<file path="src/hw/rtl/mkdb_pkg.sv">
// Package for the eight-key debounce and long-press detector.
// Holds key phase and event code types, the request slot struct and the key pin map.
// No dependencies.
package mkdb_pkg;

  localparam int NUM_KEYS = 8;
  localparam int KEY_W    = 3;
  localparam int PORT_W   = 8;
  localparam int BIT_W    = 3;
  localparam int DEB_W    = 8;
  localparam int LONG_W   = 16;
  localparam int CFG_W    = 16;

  typedef enum logic [1:0] {
    PH_IDLE     = 2'd0,
    PH_DEBOUNCE = 2'd1,
    PH_PRESSED  = 2'd2,
    PH_LONG     = 2'd3
  } phase_t;

  typedef enum logic [1:0] {
    EV_PRESS      = 2'd0,
    EV_LONG_START = 2'd1,
    EV_SHORT      = 2'd2,
    EV_RELEASE    = 2'd3
  } ev_code_t;

  typedef enum logic [0:0] {
    CFG_DEBOUNCE   = 1'b0,
    CFG_LONG_PRESS = 1'b1
  } cfg_reg_t;

  // one pending event request in the drain chain
  typedef struct packed {
    logic             valid;
    logic [KEY_W-1:0] key;
    ev_code_t         code;
  } slot_t;

  // port select (0 = E, 1 = D) and bit number, in scan order
  localparam logic [NUM_KEYS-1:0] KEY_PORT_D = 8'b0000_1100;
  localparam logic [NUM_KEYS-1:0][BIT_W-1:0] KEY_BIT = {
    3'd2, 3'd4, 3'd3, 3'd5, 3'd4, 3'd3, 3'd6, 3'd7
  };

  localparam logic [DEB_W-1:0]  DEB_RESET  = 8'd3;
  localparam logic [LONG_W-1:0] LONG_RESET = 16'd50;

endpackage

</file>
<file path="src/hw/rtl/mkdb_key_cell.sv">
// One key cell: phase machine, saturating tick counter and two event slots.
// Slots shift toward key 0 each drain cycle. Depends on mkdb_pkg.
module mkdb_key_cell #(
  parameter int COUNTER_WIDTH = 16
) (
  input  logic                                 clk,
  input  logic                                 rst_n,
  input  logic [mkdb_pkg::KEY_W-1:0]           key_id,
  input  logic                                 load,
  input  logic                                 shift,
  input  logic                                 active,
  input  logic [mkdb_pkg::DEB_W-1:0]           deb_limit,
  input  logic [mkdb_pkg::LONG_W-1:0]          long_limit,
  input  mkdb_pkg::slot_t                      slot_in,
  output mkdb_pkg::slot_t                      slot_out,
  output logic [1:0]                           busy
);
  import mkdb_pkg::*;

  localparam int CMP_W = (COUNTER_WIDTH > LONG_W) ? COUNTER_WIDTH : LONG_W;

  phase_t                   phase_r, phase_nxt;
  logic [COUNTER_WIDTH-1:0] count_r, count_nxt;
  logic [COUNTER_WIDTH-1:0] cnt_inc;
  logic                     deb_hit, long_hit;
  slot_t                    slot0_r, slot0_nxt;
  slot_t                    slot1_r, slot1_nxt;
  slot_t                    ev0, ev1;

  assign cnt_inc  = (count_r == {COUNTER_WIDTH{1'b1}}) ? count_r : count_r + 1'b1;
  assign deb_hit  = CMP_W'(cnt_inc) >= CMP_W'(deb_limit);
  assign long_hit = CMP_W'(cnt_inc) >= CMP_W'(long_limit);

  // next state
  always_comb begin
    phase_nxt = phase_r;
    count_nxt = count_r;
    case (phase_r)
      PH_IDLE: begin
        if (active) begin
          phase_nxt = PH_DEBOUNCE;
          count_nxt = '0;
        end
      end
      PH_DEBOUNCE: begin
        if (active) begin
          if (deb_hit) begin
            phase_nxt = PH_PRESSED;
            count_nxt = '0;
          end else begin
            count_nxt = cnt_inc;
          end
        end else begin
          phase_nxt = PH_IDLE;
        end
      end
      PH_PRESSED: begin
        if (active) begin
          count_nxt = cnt_inc;
          if (long_hit) begin
            phase_nxt = PH_LONG;
          end
        end else begin
          phase_nxt = PH_IDLE;
        end
      end
      PH_LONG: begin
        if (!active) begin
          phase_nxt = PH_IDLE;
        end
      end
      default: begin
        phase_nxt = PH_IDLE;
      end
    endcase
  end

  // event outputs
  always_comb begin
    ev0       = '0;
    ev1       = '0;
    ev0.key   = key_id;
    ev1.key   = key_id;
    ev0.code  = EV_PRESS;
    ev1.code  = EV_RELEASE;
    case (phase_r)
      PH_DEBOUNCE: begin
        ev0.valid = active && deb_hit;
      end
      PH_PRESSED: begin
        if (active) begin
          ev0.valid = long_hit;
          ev0.code  = EV_LONG_START;
        end else begin
          ev0.valid = 1'b1;
          ev0.code  = EV_SHORT;
          ev1.valid = 1'b1;
        end
      end
      PH_LONG: begin
        ev0.valid = !active;
        ev0.code  = EV_RELEASE;
      end
      default: begin
        ev0.valid = 1'b0;
      end
    endcase
  end

  always_comb begin
    slot0_nxt = slot0_r;
    slot1_nxt = slot1_r;
    if (load) begin
      slot0_nxt = ev0;
      slot1_nxt = ev1;
    end else if (shift) begin
      slot0_nxt = slot1_r;
      slot1_nxt = slot_in;
    end
  end

  always_ff @(posedge clk) begin
    if (!rst_n) begin
      phase_r <= PH_IDLE;
      count_r <= '0;
      slot0_r <= '0;
      slot1_r <= '0;
    end else begin
      if (load) begin
        phase_r <= phase_nxt;
        count_r <= count_nxt;
      end
      slot0_r <= slot0_nxt;
      slot1_r <= slot1_nxt;
    end
  end

  assign slot_out = slot0_r;
  assign busy     = {slot1_r.valid, slot0_r.valid};

endmodule

</file>
<file path="src/hw/rtl/multi_key_debounce_long_press_top.sv">
// Top level of the eight-key debounce and long-press detector.
// Row of mkdb_key_cell instances feeding an output register. Depends on mkdb_pkg.
//
//  channel | dir | handshake          | payload
//  in_     | in  | in_tvalid/tready   | in_tdata[7:0] port E, [15:8] port D
//  out_    | out | out_tvalid/tready  | out_tdata key, code; out_tlast
//  cfg_    | in  | cfg_valid/ready    | cfg_index, cfg_data
//
// A scan tick updates all eight keys at the accepting edge and loads up to
// sixteen event requests into the cell row. The row shifts one slot a cycle
// toward key 0 unless a result stalls at the output; in_tready is low while
// any slot is full, so a new tick is taken only once every request of the
// last tick has left the cell row.
// Synchronous active-low reset sets every key idle and the thresholds to 3 and 50.
module multi_key_debounce_long_press_top #(
  parameter int COUNTER_WIDTH = 16
) (
  input  logic        clk,
  input  logic        rst_n,
  input  logic        in_tvalid,
  output logic        in_tready,
  input  logic [15:0] in_tdata,   // [7:0] port_e_byte, [15:8] port_d_byte
  output logic        out_tvalid,
  input  logic        out_tready,
  output logic [7:0]  out_tdata,  // [2:0] key_index, [4:3] event_code, [7:5] zero
  output logic        out_tlast,
  input  logic        cfg_valid,
  output logic        cfg_ready,
  input  mkdb_pkg::cfg_reg_t          cfg_index,
  input  logic [mkdb_pkg::CFG_W-1:0]  cfg_data
);
  import mkdb_pkg::*;

  logic [DEB_W-1:0]   debounce_r;
  logic [LONG_W-1:0]  long_press_r;
  logic [PORT_W-1:0]  port_e, port_d;
  logic [NUM_KEYS-1:0] active;
  slot_t              chain [NUM_KEYS+1];
  logic [2*NUM_KEYS-1:0] busy;
  logic               load, shift, out_free, rest_busy;
  logic               out_tvalid_r;
  logic [KEY_W-1:0]   out_key_r;
  ev_code_t           out_code_r;
  logic               out_last_r;

  assign port_e = in_tdata[PORT_W-1:0];
  assign port_d = in_tdata[2*PORT_W-1:PORT_W];

  always_comb begin
    for (int i = 0; i < NUM_KEYS; i++) begin
      active[i] = KEY_PORT_D[i] ? port_d[KEY_BIT[i]] : port_e[KEY_BIT[i]];
    end
  end

  assign cfg_ready = 1'b1;

  always_ff @(posedge clk) begin
    if (!rst_n) begin
      debounce_r   <= DEB_RESET;
      long_press_r <= LONG_RESET;
    end else if (cfg_valid && cfg_ready) begin
      case (cfg_index)
        CFG_DEBOUNCE:   debounce_r   <= cfg_data[DEB_W-1:0];
        CFG_LONG_PRESS: long_press_r <= cfg_data[LONG_W-1:0];
        default: ;
      endcase
    end
  end

  assign in_tready = ~|busy;
  assign load      = in_tvalid && in_tready;
  assign out_free  = !out_tvalid_r || out_tready;
  assign shift     = out_free || !chain[0].valid;
  assign rest_busy = |busy[2*NUM_KEYS-1:1];

  assign chain[NUM_KEYS] = '0;

  for (genvar g = 0; g < NUM_KEYS; g++) begin : g_cell
    mkdb_key_cell #(
      .COUNTER_WIDTH(COUNTER_WIDTH)
    ) u_cell (
      .clk              (clk),
      .rst_n            (rst_n),
      .key_id           (KEY_W'(g)),
      .load             (load),
      .shift            (shift),
      .active           (active[g]),
      .deb_limit        (debounce_r),
      .long_limit       (long_press_r),
      .slot_in          (chain[g+1]),
      .slot_out         (chain[g]),
      .busy             (busy[2*g+1:2*g])
    );
  end

  always_ff @(posedge clk) begin
    if (!rst_n) begin
      out_tvalid_r <= 1'b0;
    end else if (out_free) begin
      out_tvalid_r <= chain[0].valid;
    end
  end

  always_ff @(posedge clk) begin
    if (out_free) begin
      out_key_r  <= chain[0].key;
      out_code_r <= chain[0].code;
      out_last_r <= !rest_busy;
    end
  end

  assign out_tvalid = out_tvalid_r;
  assign out_tdata  = {3'b000, out_code_r, out_key_r};
  assign out_tlast  = out_last_r;

endmodule

</file>
<file path="config.mk">
export PLATFORM = sky130hd
export DESIGN_NAME = multi_key_debounce_long_press_top
export DESIGN_NICKNAME = d
export VERILOG_FILES = /design/src/hw/rtl/mkdb_pkg.sv /design/src/hw/rtl/mkdb_key_cell.sv /design/src/hw/rtl/multi_key_debounce_long_press_top.sv
export SDC_FILE = /design/constraint.sdc
export NUM_CORES = 1
export LEC_CHECK = 0
export BUFFER_PORTS_ARGS = -buffer_cell sky130_fd_sc_hd__buf_2
export CAP_MARGIN = 20
export CORE_MARGIN = 10
export CORE_UTILIZATION = 31
export DETAILED_ROUTE_END_ITERATION = 7
export MAX_ROUTING_LAYER = met4
export PLACE_DENSITY = 0.43
export SYNTH_ARGS = -nofsm -noshare
export SYNTH_HDL_FRONTEND = slang
export SYNTH_HIERARCHICAL = 1
export SYNTH_SLANG_ARGS = --single-unit
</file>
<file path="constraint.sdc">
create_clock -name clk -period 6.85 [get_ports clk]
set_input_delay 1.0275 -clock clk [delete_from_list [all_inputs] [get_ports clk]]
set_output_delay 1.0275 -clock clk [all_outputs]
set_load 0.005 [all_outputs]
</file>
; Word-level counts from Yosys, hierarchy flattened
; Index checks and enable logic that the tools add are counted.
[word_totals]
regBits = 271
input_bits = 38
output_inout_bits = 12
[classes]
add_sub_neg = 8
n_lt_le_gt_ge = 16
eq_ne = 80
mux = 184
bitwise_logic = 2
reduce_logical = 61
[op_table]
columns = op, n
row1 = 16-bit 2-to-1 mux, 40
row2 = 16-bit case mux with 3 select lines, 8
row3 = 6-bit 2-to-1 mux, 32
row4 = 16-bit by 1-bit adder with 16-bit output (second input constant), 8
row5 = 16-bit == test (second input constant), 8
row6 = 16-bit greater-or-equal comparator, 8
row7 = 16-bit by 8-bit greater-or-equal comparator with 1-bit output, 8
row8 = 2-bit 2-to-1 mux, 56
row9 = 5-bit AND reduction, 16
row10 = 2-bit inequality test (second input constant), 32
row11 = 2-bit case mux with 4 select lines, 8
row12 = 3-bit by 2-bit inequality test with 1-bit output (second input constant), 16
row13 = 2-bit == test (second input constant), 16
row14 = 2-bit case mux with 2 select lines, 8
row15 = 1-bit 2-to-1 mux, 24
row16 = 1-bit case mux with 3 select lines, 8
row17 = 3-bit nonzero test, 8
row18 = 2-bit by 1-bit == test with 1-bit output (second input constant), 8
row19 = 2-bit logical NOT, 8
row20 = 16-bit OR reduction, 1
row21 = 15-bit OR reduction, 1
row22 = 1-bit logical NOT, 12
row23 = 1-bit logical AND, 9
row24 = 2-bit AND reduction, 2
row25 = other kinds (4), 6

; Longest topological paths before layout
; Gate-level depths: netlist (run 1).
[depth]
depth_word = 6
ltp_mapped = 18
ltp_nobuf = 16

; Hierarchy
; The synthesis (run 1) kept the hierarchy.
[modules_own_cells]
columns = module, instances, cells_each, area_each_um2, seq_area_each_um2
row1 = mkdb_key_cell (g_cell[0].u_cell ...), 6, 272, 2334.7, 600.6
row2 = mkdb_key_cell (g_cell[7].u_cell), 1, 272, 2339.7, 600.6
row3 = mkdb_key_cell (g_cell[3].u_cell), 1, 275, 2332.2, 600.6
row4 = multi_key_debounce_long_press_top, 1, 134, 1203.7, 680.7

; Least setup slack after synthesis (run 1)
; Ideal clock, no wire load.
[synth_timing]
path_kind = register -> register
start = reg g_cell[3].u_cell.count_r[0]
end = reg g_cell[3].u_cell.phase_r[0]
setup_time_ps = 119
arrival_time_ps = 3730
slack_ps = 3001
path_stages_with_launch = 17
path_buffers = 1
period_less_slack_ps = 3849
path_cell_list = dfxtp_1 -> ha_1 -> nand3_1 -> or4_4 -> or2_1 -> clkbuf_1 -> and2_1 -> and4_1 -> xor2_1 -> ha_1 -> a21o_1 -> a21o_1 -> a221oi_1 -> maj3_1 -> o21ai_1 -> o22a_1 -> o221a_1
[synth_between]
elab_chain_len = 5
[synth_lines]
columns = element, line
row1 = "start, declared", mkdb_key_cell.sv:23  ; logic [COUNTER_WIDTH-1:0] count_r, count_nxt;
row2 = "start signal, assigned", mkdb_key_cell.sv:131  ; count_r <= count_nxt;
row3 = 16-bit by 1-bit adder with 16-bit output or 16-bit == test (tied branches), mkdb_key_cell.sv:30  ; assign cnt_inc = (count_r == {COUNTER_WIDTH{1'b1}}) ? count_r : count_r + 1'b1;
row4 = 16-bit 2-to-1 mux *, mkdb_key_cell.sv:30
row5 = 16-bit greater-or-equal comparator or 16-bit by 8-bit greater-or-equal comparator with 1-bit output (tied branches), "mkdb_key_cell.sv:32, mkdb_key_cell.sv:31"
row6 = 3-bit by 2-bit inequality test with 1-bit output (no line), n/a
row7 = 5-bit AND reduction (no line) *, n/a
row8 = "end signal, assigned", mkdb_key_cell.sv:130  ; phase_r <= phase_nxt;
row9 = "end, declared", mkdb_key_cell.sv:22  ; phase_t phase_r, phase_nxt;
; Every way passes the cells marked *; elsewhere a longest branch is shown, timed or not.
; A chain may end at the register's enable or synchronous reset.

; Final worst setup path (run 1)
[layout_timing]
start = reg g_cell[3].u_cell.count_r[0]
end = reg g_cell[3].u_cell.count_r[1]
[layout_between]
elab_chain_len = 6
[layout_lines]
columns = element, line
row1 = 16-bit by 1-bit adder with 16-bit output or 16-bit == test (tied branches), mkdb_key_cell.sv:30
row2 = 16-bit 2-to-1 mux *, mkdb_key_cell.sv:30
row3 = 16-bit by 8-bit greater-or-equal comparator with 1-bit output, mkdb_key_cell.sv:31  ; assign deb_hit = CMP_W'(cnt_inc) >= CMP_W'(deb_limit);
row4 = 16-bit 2-to-1 mux, mkdb_key_cell.sv:47  ; if (deb_hit) begin
row5 = 16-bit 2-to-1 mux, mkdb_key_cell.sv:46  ; if (active) begin
row6 = 16-bit case mux with 3 select lines *, mkdb_key_cell.sv:38  ; case (phase_r)
; Every way passes the cells marked *; elsewhere a longest branch is shown, timed or not. The select of a mux whose other input is x is not followed.

==> results of run 1 <==
==> worst max-delay path by stage <==
stage	start	to	slack, ns	depth (start not counted)
2_1_floorplan	g_cell[3].u_cell/count_r[0]$_SDFFE_PN0P_	g_cell[3].u_cell/phase_r[0]$_SDFFE_PN0P_	3.00	16
3_3_place_gp	g_cell[3].u_cell/count_r[0]$_SDFFE_PN0P_	g_cell[3].u_cell/count_r[1]$_SDFFE_PN0P_	2.18	16
3_5_place_dp	g_cell[3].u_cell/count_r[0]$_SDFFE_PN0P_	g_cell[3].u_cell/count_r[8]$_SDFFE_PN0P_	2.17	16
4_1_cts	g_cell[3].u_cell/count_r[0]$_SDFFE_PN0P_	g_cell[3].u_cell/count_r[1]$_SDFFE_PN0P_	2.15	16
5_1_grt	g_cell[3].u_cell/count_r[0]$_SDFFE_PN0P_	g_cell[3].u_cell/count_r[1]$_SDFFE_PN0P_	1.90	16
6_report	g_cell[3].u_cell/count_r[0]$_SDFFE_PN0P_	g_cell[3].u_cell/count_r[1]$_SDFFE_PN0P_	2.17	16
==> cell families (layout without fill, tap and decap cells) <==
| kind of cell | Yosys count | in the layout | share of synthesized area [%] |
|---|---|---|---|
| compound gates | 605 | 605 | 22.0 |
| xor+xnor | 56 | 56 | 2.47 |
| fa+ha+maj | 240 | 240 | 15.0 |
| buf+inv | 387 | 404 | 8.05 |
| flops | 271 | 271 | 27.6 |
| mux | 136 | 136 | 7.13 |
| other cells | 2 | 34 | 0.0378 |
| simple gates | 616 | 616 | 17.7 |
==> worst max-delay path: stages, from the launching register on <==
cell	delay [ns]
dfxtp_1	0.42
ha_1	0.24
nand3_1	0.22
or4_4	0.52
or2_1	0.37
and2_1	0.21
nand2_1	0.07
xnor2_1	0.19
ha_1	0.30
a21o_1	0.18
a21o_1	0.17
a21oi_1	0.27
nand4b_2	0.19
nor4_4	0.29
o211ai_2	0.19
nor2_2	0.53
a22o_1	0.24
==> cell type report <==
type / instances / area [um2]
sequential: 271 / 5490
inverter: 280 / 1050
fill: 6560 / 41200
timing repair buffer: 59 / 353
clock inverter: 13 / 143
tap: 846 / 1060
multi-input combinational: 1687 / 12900
clock buffer: 52 / 1090
==> through the flow <==
stage / setup WS, ns / cell area (um2)
floorplan: 3.00 / 20000
global placement: 2.18 / 20800
detailed placement: 2.17 / 20800
CTS: 2.15 / 22100
global route: 1.90 / 22100
finish: 2.17 / 22100
==> per-layer routing <==
metal	wire length, um	vias up
met4	1310	0
li1	-	8461
met3	1780	81
met1	29400	8017
met5	0	-
met2	27800	262
==> Yosys cell counts (19+ instances only) <==
library cell / number / area [um2]
nand2_1: 176 / 661
a21oi_1: 104 / 521
a22o_2: 32 / 320
buf_4: 20 / 150
xnor2_1: 26 / 228
mux2i_1: 121 / 1210
a221oi_1: 39 / 342
nor2_1: 71 / 267
xor2_1: 30 / 263
inv_1: 273 / 1020
dfxtp_1: 265 / 5310
nand3_1: 84 / 420
nand4_1: 55 / 344
and3_1: 22 / 138
nor3_1: 34 / 170
a211oi_1: 38 / 285
a21o_1: 64 / 480
a22o_1: 63 / 552
o21ai_0: 102 / 510
nand2b_1: 19 / 119
clkbuf_1: 60 / 225
ha_1: 232 / 2900
and4_1: 27 / 236
==> power by group through the flow <==
stage               Clock [mW]  Combinational (mW)  Sequential [mW]
floorplan                    0               0.941             1.95
global placement             0                1.24             2.06
detailed placement           0                1.26             2.06
CTS                       2.08                1.27             2.03
global route              2.12                1.43             2.05
finish                    2.00                1.27             2.02
==> registers in the layout (all words and copies together), names as in the netlist <==
signal                  flops
g_cell.u_cell/slot1_r      40
out_code_r                  2
out_tvalid                  1
out_tlast                   1
g_cell.u_cell/busy         16
long_press_r               16
out_key_r                   3
debounce_r                  8
g_cell.u_cell/count_r     128
g_cell.u_cell/slot_out     40
g_cell.u_cell/phase_r      16
==> flow_metrics.py, run 1 <==
metrics = {
    "status": {
        "status": "complete, no violations",
    },
    "hold_path": {
        "min_from": "g_cell[0].u_cell/slot_out[2]$_SDFFE_PN0P_",
        "hold_depth": 0,
        "hold_class": "reg2reg",
        "min_to": "out_key_r[0]$_DFFE_PP_",
    },
    "sta": {
        "skew_ns": 0.0220,
        "finalCritPeriodShare_pct": 68.3,
        "slew_viol_final": 0,
        "holdWs_ns": 0.431,
        "hold_viol": 0,
        "fmax_mhz": 214,
        "relSlewSlack_pct": 24.9,
        "fin_setup_tns_ns": 0,
        "rsz0062_at_grt": "no",
        "period_needed_ns": 4.68,
        "worst_pin_slew_ns": 1.12,
        "finalSetupViolCount": 0,
    },
    "global_route": {
        "grt_max_degree": 56,
        "grt_usage_pct": 16.2,
        "grt.met2_usage_pct": 25.9,
        "busiest_layer": "met2",
        "overflow": 0,
        "grtUsageMet1_pct": 21.4,
        "grt_first_pass_wirelength_um": 93400,
        "grt_pass1_vias": 15900,
        "antenna_found_initial": 1,
        "grt_use_met3_pct": 1.86,
    },
    "clocking": {
        "htree_levels": 2,
        "postCtsSetupBuffers": 0,
        "ctsResizeCount": 0,
        "ctsHoldBuffers": 0,
        "insertion_delay_ns": 0.56,
        "clk_pin_slew_ns": 0.06,
        "cts_buffers": 37,
        "cts_root_buffer": "clkbuf_16",
        "clock_sinks": 271,
        "cts_tree": "built",
        "clk_path_buf_depth": 3,
    },
    "cells_and_area": {
        "fin_nets": 2606,
        "layout_common_cells": "273 x inv_1, 265 x dfxtp_1, 232 x ha_1",
        "diodes": 0,
        "final_cells": 3208,
        "area_growth_pct": 11.2,
        "final_util_pct": 34.9,
        "layout-drive-gt1-share_pct": 10.3,
        "layout_commonest_cell": "inv_1",
    },
    "logic_synthesis": {
        "synthArstFlopShare_pct": 0,
        "synth_edf_count": 6,
        "yosysWarnings": 6,
        "netlist_area_um2": 19900,
        "ys_seq_area_share_pct": 27.6,
        "avgSynthCellArea_um2": 8.60,
        "netlist_instances": 2313,
        "synth-seq-cells": 271,
        "ys_types": 77,
        "synth_flop_cell": "dfxtp_1",
    },
    "drt": {
        "post_drt_wl_per_cell_um": 18.8,
        "route.detailed.drc": 0,
        "dr_total_vias": 16800,
        "drtPass1Iterations": 6,
        "ant_nets": 0,
        "routed_wl_um": 60300,
        "vias_per_cell": 5.24,
        "first_iter_violations": 891,
    },
    "power_and_ir_drop": {
        "power.leakage_nw": 10.6,
        "power_density_nw_per_um2": 239,
        "pwr-share-clk_pct": 37.8,
        "switching_share_pct": 33.5,
        "seq_power_share_pct": 38.1,
        "p_switching_mw": 1.77,
        "comb_power_share_pct": 24.0,
        "vdd_drop_max_mv": 0.147,
        "intPower_mw": 3.52,
        "power.total_mw": 5.29,
    },
    "placement": {
        "hpwlAfterDp_um": 42900,
        "dpl.cell_count": 3137,
        "gp_congestion": 0.847,
        "io_buffers": 37,
    },
    "floorplanning": {
        "die_x_um": 273,
        "initial_utilization_pct": 31.4,
        "die_h_um": 273,
        "dieArea_um2": 74700,
        "ioPinCount": 50,
        "core-area_um2": 63300,
        "num_rows": 92,
    },
    "setup_path": {
        "crit_required_ns": 7.35,
        "worst_r2r_endpoint": "g_cell[3].u_cell/count_r[1]$_SDFFE_PN0P_",
        "worst-path-max-fanout": 12,
        "startpoint_type": "flop",
        "endpoint_kind": "flop",
        "critPathKind": "reg2reg",
        "r2r_slack_ns": 2.17,
        "critical_path_arrival_ns": 5.17,
        "rr_startpoint": "g_cell[3].u_cell/count_r[0]$_SDFFE_PN0P_",
        "worst_r2r_path_depth": 16,
    },
    "flow_run": {
        "cap_violations": 0,
    },
}
No activity file was read; power rests on OpenSTA's default activity.
==> run 2, diff against run 1 <==
- clock period: 6.85 -> 4.8 ns (I/O delays scaled with it)
==> run 2 against run 1 <==
Final cell count increased by 0.47%. Die area unchanged. First-iteration DRC count decreased by 1.5%. Non-clock buffer count increased by 17. Setup slack got worse by 1.8 ns. Critical path type unchanged. Highest routed layer unchanged. Maximum frequency increased by 5.0%. Routed wire length decreased by 0.36%. Power increased by 43%.
==> flow_metrics.py, run 2 (synthesis gave the netlist of run 1 again) <==
metrics = {
    "setup_path": {
        "startpoint_type": "flop",
        "critical_path_arrival_ns": 4.89,
        "worst_r2r_endpoint": "g_cell[3].u_cell/phase_r[0]$_SDFFE_PN0P_",
        "critPathKind": "reg2reg",
        "rr_startpoint": "g_cell[3].u_cell/count_r[0]$_SDFFE_PN0P_",
        "r2r_slack_ns": 0.34,
        "crit_required_ns": 5.23,
        "worst-path-max-fanout": 9,
        "endpoint_kind": "flop",
        "worst_r2r_path_depth": 15,
    },
    "hold_path": {
        "hold_depth": 3,
        "hold_class": "in2reg",
        "min_to": "long_press_r[4]$_SDFFE_PN1P_",
        "min_from": "cfg_data[4]",
    },
    "sta": {
        "slew_viol_final": 0,
        "hold_viol": 0,
        "finalCritPeriodShare_pct": 92.8,
        "rsz0062_at_grt": "no",
        "fmax_mhz": 224,
        "holdWs_ns": 0.405,
        "layout_setup_ws_ns": 0.344,
        "skew_ns": 0.0246,
        "finalSetupViolCount": 0,
        "fin_setup_tns_ns": 0,
        "worst_pin_slew_ns": 0.995,
        "relSlewSlack_pct": 33.6,
        "period_needed_ns": 4.46,
    },
    "drt": {
        "vias_per_cell": 5.25,
        "ant_nets": 0,
        "routed_wl_um": 60100,
        "post_drt_wl_per_cell_um": 18.7,
        "route.detailed.drc": 0,
        "first_iter_violations": 878,
        "dr_total_vias": 16900,
        "drtPass1Iterations": 5,
    },
    "cells_and_area": {
        "area_growth_pct": 11.8,
        "regMostFlops": "g_cell.u_cell/count_r",
        "layout-drive-gt1-share_pct": 11.0,
        "largest_reg_flops": 128,
        "fin_nets": 2622,
        "layout_common_cells": "273 x inv_1, 265 x dfxtp_1, 232 x ha_1",
        "layout_commonest_cell": "inv_1",
        "fillers": 6549,
        "final_cells": 3223,
        "diodes": 0,
    },
    "clocking": {
        "clk_pin_slew_ns": 0.06,
        "cts_buffers": 36,
        "htree_levels": 2,
        "postCtsSetupBuffers": 0,
        "cts_tree": "built",
        "cts_root_buffer": "clkbuf_16",
        "insertion_delay_ns": 0.56,
        "ctsResizeCount": 0,
        "ctsHoldBuffers": 0,
        "clock_sinks": 271,
        "clk_path_buf_depth": 3,
    },
    "placement": {
        "place_ws_ns": 0.343,
        "hpwlAfterDp_um": 43300,
        "gp_congestion": 0.852,
        "io_buffers": 37,
        "dpl.cell_count": 3154,
    },
    "floorplanning": {
        "die_h_um": 273,
        "die_x_um": 273,
        "core-area_um2": 63300,
        "num_rows": 92,
        "ioPinCount": 50,
        "initial_utilization_pct": 31.4,
        "dieArea_um2": 74700,
    },
    "global_route": {
        "grt_pass1_vias": 16100,
        "grt_max_degree": 62,
        "overflow": 0,
        "grt_first_pass_wirelength_um": 93400,
        "grt_usage_pct": 16.2,
        "antenna_found_initial": 1,
    },
    "power_and_ir_drop": {
        "power_density_nw_per_um2": 340,
        "vdd_drop_max_mv": 0.191,
        "power.leakage_nw": 10.6,
    },
    "flow_run": {
        "cap_violations": 0,
    },
    "status": {
        "status": "complete, no violations",
    },
}
-- run 2: how the worst max path moves through the flow --
stage / from / to / slack, ns / depth (start not counted)
floorplan: g_cell[3].u_cell/count_r[0]$_SDFFE_PN0P_ / g_cell[3].u_cell/phase_r[0]$_SDFFE_PN0P_ / 0.95 / 16
global placement: g_cell[3].u_cell/count_r[0]$_SDFFE_PN0P_ / g_cell[3].u_cell/phase_r[0]$_SDFFE_PN0P_ / 0.42 / 15
detailed placement: g_cell[3].u_cell/count_r[0]$_SDFFE_PN0P_ / g_cell[3].u_cell/phase_r[0]$_SDFFE_PN0P_ / 0.34 / 15
CTS: g_cell[3].u_cell/count_r[0]$_SDFFE_PN0P_ / g_cell[3].u_cell/phase_r[0]$_SDFFE_PN0P_ / 0.33 / 15
global route: g_cell[3].u_cell/count_r[0]$_SDFFE_PN0P_ / g_cell[3].u_cell/phase_r[0]$_SDFFE_PN0P_ / 0.04 / 15
finish: g_cell[3].u_cell/count_r[0]$_SDFFE_PN0P_ / g_cell[3].u_cell/phase_r[0]$_SDFFE_PN0P_ / 0.34 / 15
-- run 2: per-layer routing --
metal  wire length, um  track usage [%]  up-vias
met5                 0                -        -
met1             29000             21.3     8044
met2             26900             24.9      292
met4              2060             6.15        0
met3              2240             2.30      102
li1                  -                -     8496
-- run 2: layout make-up --
| class | instances | area [um2] | share of cell area [%] |
|---|---|---|---|
| multi-input cells | 1687 | 12900 | 58.1 |
| flip-flops and latches | 271 | 5490 | 24.7 |
| well taps | 846 | 1060 | 4.76 |
| inverters | 280 | 1050 | 4.73 |
| clock buffers | 45 | 1010 | 4.52 |
| repair buffers | 76 | 500 | 2.25 |
| clock inverters | 18 | 209 | 0.940 |
-- run 2: through the flow --
step                cell area (um2)  power (mW)  utilization (%)
floorplan                     20000        4.13                -
global placement              21000        4.76             33.1
detailed placement            21000        4.80             33.1
CTS                           22200        7.68             35.0
global route                  22200        8.04             35.1
finish                        22200        7.57             35.1
-- run 2: report_power, final --
part | internal [mW] | switching [mW]
Sequential | 2.60 | 0.283
Clock | 1.70 | 1.12
Combinational | 0.724 | 1.15
-- run 2: critical path, stage by stage (launching register included) --
cell,delay (ns)
dfxtp_1,0.43
ha_1,0.24
nand3_1,0.22
or4_4,0.51
or2_1,0.37
and2_1,0.21
and4_1,0.20
xor2_1,0.27
ha_1,0.31
a21o_1,0.18
a21o_1,0.17
a221oi_1,0.37
maj3_1,0.25
o21ai_1,0.12
o22a_1,0.24
o221a_1,0.24
==> run 3, diff against run 2 <==
- CORE_UTILIZATION: 31 -> 50
- MAX_ROUTING_LAYER: met4 -> default
- PLACE_DENSITY: 0.43 -> 0.69
==> run 3 against run 2 <==
Maximum frequency increased by 1.3%. Cell area decreased by 2.6%. Sequential cell count unchanged. Final cell count decreased by 11%. Via count increased by 1.5%. Routed wire length decreased by 11%. Sequential power about the same. Critical path depth unchanged. Core utilization increased by 20 points. Critical endpoint is now g_cell[0].u_cell/count_r[6]$_SDFFE_PN0P_.
==> flow_metrics.py, run 3 (synthesis gave the netlist of run 1 again) <==
metrics = {
    "status": {
        "status": "complete, no violations",
    },
    "clocking": {
        "postCtsSetupBuffers": 0,
        "cts_buffers": 34,
        "ctsHoldBuffers": 0,
        "clock_sinks": 271,
        "clk_path_buf_depth": 3,
        "htree_levels": 2,
        "ctsResizeCount": 0,
        "cts_root_buffer": "clkbuf_16",
        "clk_pin_slew_ns": 0.06,
        "cts_tree": "built",
        "insertion_delay_ns": 0.54,
    },
    "setup_path": {
        "critPathKind": "reg2reg",
        "startpoint_type": "flop",
        "endpoint_kind": "flop",
        "crit_required_ns": 5.28,
        "critical_path_arrival_ns": 4.87,
        "slowest_delay_ns": 0.49,
        "crit_path_top_delay_cell": "or4_4",
        "worst-path-max-fanout": 13,
        "cp_cell_sequence": "ha_1 -> nand3_1 -> or4_4 -> or2_2 -> and3_2 -> xor2_1 -> ha_1 -> a21o_1 -> a21o_1 -> a21oi_1 -> nor4b_4 -> nand4_2 -> o21bai_4 -> and4_4 -> a22o_2",
    },
    "floorplanning": {
        "core-area_um2": 39000,
        "initial_utilization_pct": 51.0,
        "dieArea_um2": 48100,
        "ioPinCount": 50,
        "die_h_um": 219,
        "num_rows": 72,
        "die_x_um": 219,
    },
    "cells_and_area": {
        "diodes": 0,
        "area_growth_pct": 8.90,
        "layout_common_cells": "273 x inv_1, 265 x dfxtp_1, 232 x ha_1",
        "fin_nets": 2601,
        "final_cells": 2875,
        "layout_commonest_cell": "inv_1",
        "layout-drive-gt1-share_pct": 10.3,
        "regMostFlops": "g_cell.u_cell/count_r",
        "largest_reg_flops": 128,
    },
    "global_route": {
        "grt_first_pass_wirelength_um": 84700,
        "overflow": 0,
        "grt_pass1_vias": 16300,
        "grt_usage_pct": 21.7,
        "grt_max_degree": 63,
        "antenna_found_initial": 0,
    },
    "drt": {
        "dr_total_vias": 17200,
        "route.detailed.drc": 0,
        "ant_nets": 0,
        "drtPass1Iterations": 6,
        "post_drt_wl_per_cell_um": 18.5,
        "first_iter_violations": 1436,
        "routed_wl_um": 53200,
        "vias_per_cell": 5.98,
    },
    "sta": {
        "period_needed_ns": 4.40,
        "skew_ns": 0.0133,
        "rsz0062_at_grt": "no",
        "slew_viol_final": 0,
        "finalCritPeriodShare_pct": 91.6,
        "relSlewSlack_pct": 27.3,
        "fmax_mhz": 227,
        "holdWs_ns": 0.408,
        "hold_viol": 0,
        "worst_pin_slew_ns": 1.09,
        "fin_setup_tns_ns": 0,
        "finalSetupViolCount": 0,
    },
    "power_and_ir_drop": {
        "vdd_drop_max_mv": 0.216,
        "power.leakage_nw": 10.5,
        "power.total_mw": 7.38,
        "power_density_nw_per_um2": 341,
    },
    "placement": {
        "gp_congestion": 0.917,
        "dpl.cell_count": 2811,
        "io_buffers": 37,
        "hpwlAfterDp_um": 37900,
    },
    "flow_run": {
        "cap_violations": 0,
    },
    "hold_path": {
        "hold_class": "in2reg",
    },
}
## run 3: cell types whose count changed in the layout (fill, tap and decap cells not counted), sizes merged
cell	before	now
clkbuf	45	46
buf	76	57
clkinv	19	16
inv	273	274
## run 3: per-stage QoR
stage               setup WS, ns  utilization, %  area, um2
finish                     0.402            55.5      21700
global route               0.148            55.5      21700
CTS                        0.269            55.5      21600
detailed placement         0.317            52.4      20400
global placement           0.404            52.4      20400
floorplan                  0.951               -      20000
## run 3: metal layers
layer  global-route usage [%]  wire [um]  vias to the layer above
met4                     9.31       2070                        0
li1                         -          -                     8457
met5                        0          0                        -
met3                     4.10       2990                      118
met1                     27.2      23600                     8174
met2                     35.8      24600                      447
## run 3: final timing paths
check	startpoint	to	depth (start not counted)	slack [ns]
setup / recovery	g_cell[0].u_cell/count_r[1]$_SDFFE_PN0P_	g_cell[0].u_cell/count_r[6]$_SDFFE_PN0P_	15	0.40
hold / removal	cfg_data[5]	long_press_r[5]$_SDFFE_PN1P_	3	0.41
setup reg to reg	g_cell[0].u_cell/count_r[1]$_SDFFE_PN0P_	g_cell[0].u_cell/count_r[6]$_SDFFE_PN0P_	15	0.40
hold reg to reg	g_cell[0].u_cell/slot_out[4]$_SDFFE_PN0P_	out_key_r[2]$_DFFE_PP_	0	0.44
## run 3: final cells by class
class                           count  area (um2)
Timing Repair Buffer               57         338
Clock inverter                     16         191
Tap cell                          518         648
Inverter                          280        1050
Fill cell                        3495       17400
Sequential cell                   271        5490
Clock buffer                       46        1010
Multi-Input combinational cell   1687       12900
## run 3: report_power, final
part / switching (mW) / internal (mW) / total [mW]
Combinational: 1.09 / 0.676 / 1.77
Clock: 1.03 / 1.70 / 2.73
Sequential: 0.287 / 2.60 / 2.88
## run 3: worst max-delay path, delay by kind of cell, from the launching register on
family | cells | cell delay [ns]
simple gates | 7 | 2.12
compound gates | 5 | 1.01
fa+ha+maj | 2 | 0.54
flops | 1 | 0.40
xor+xnor | 1 | 0.26
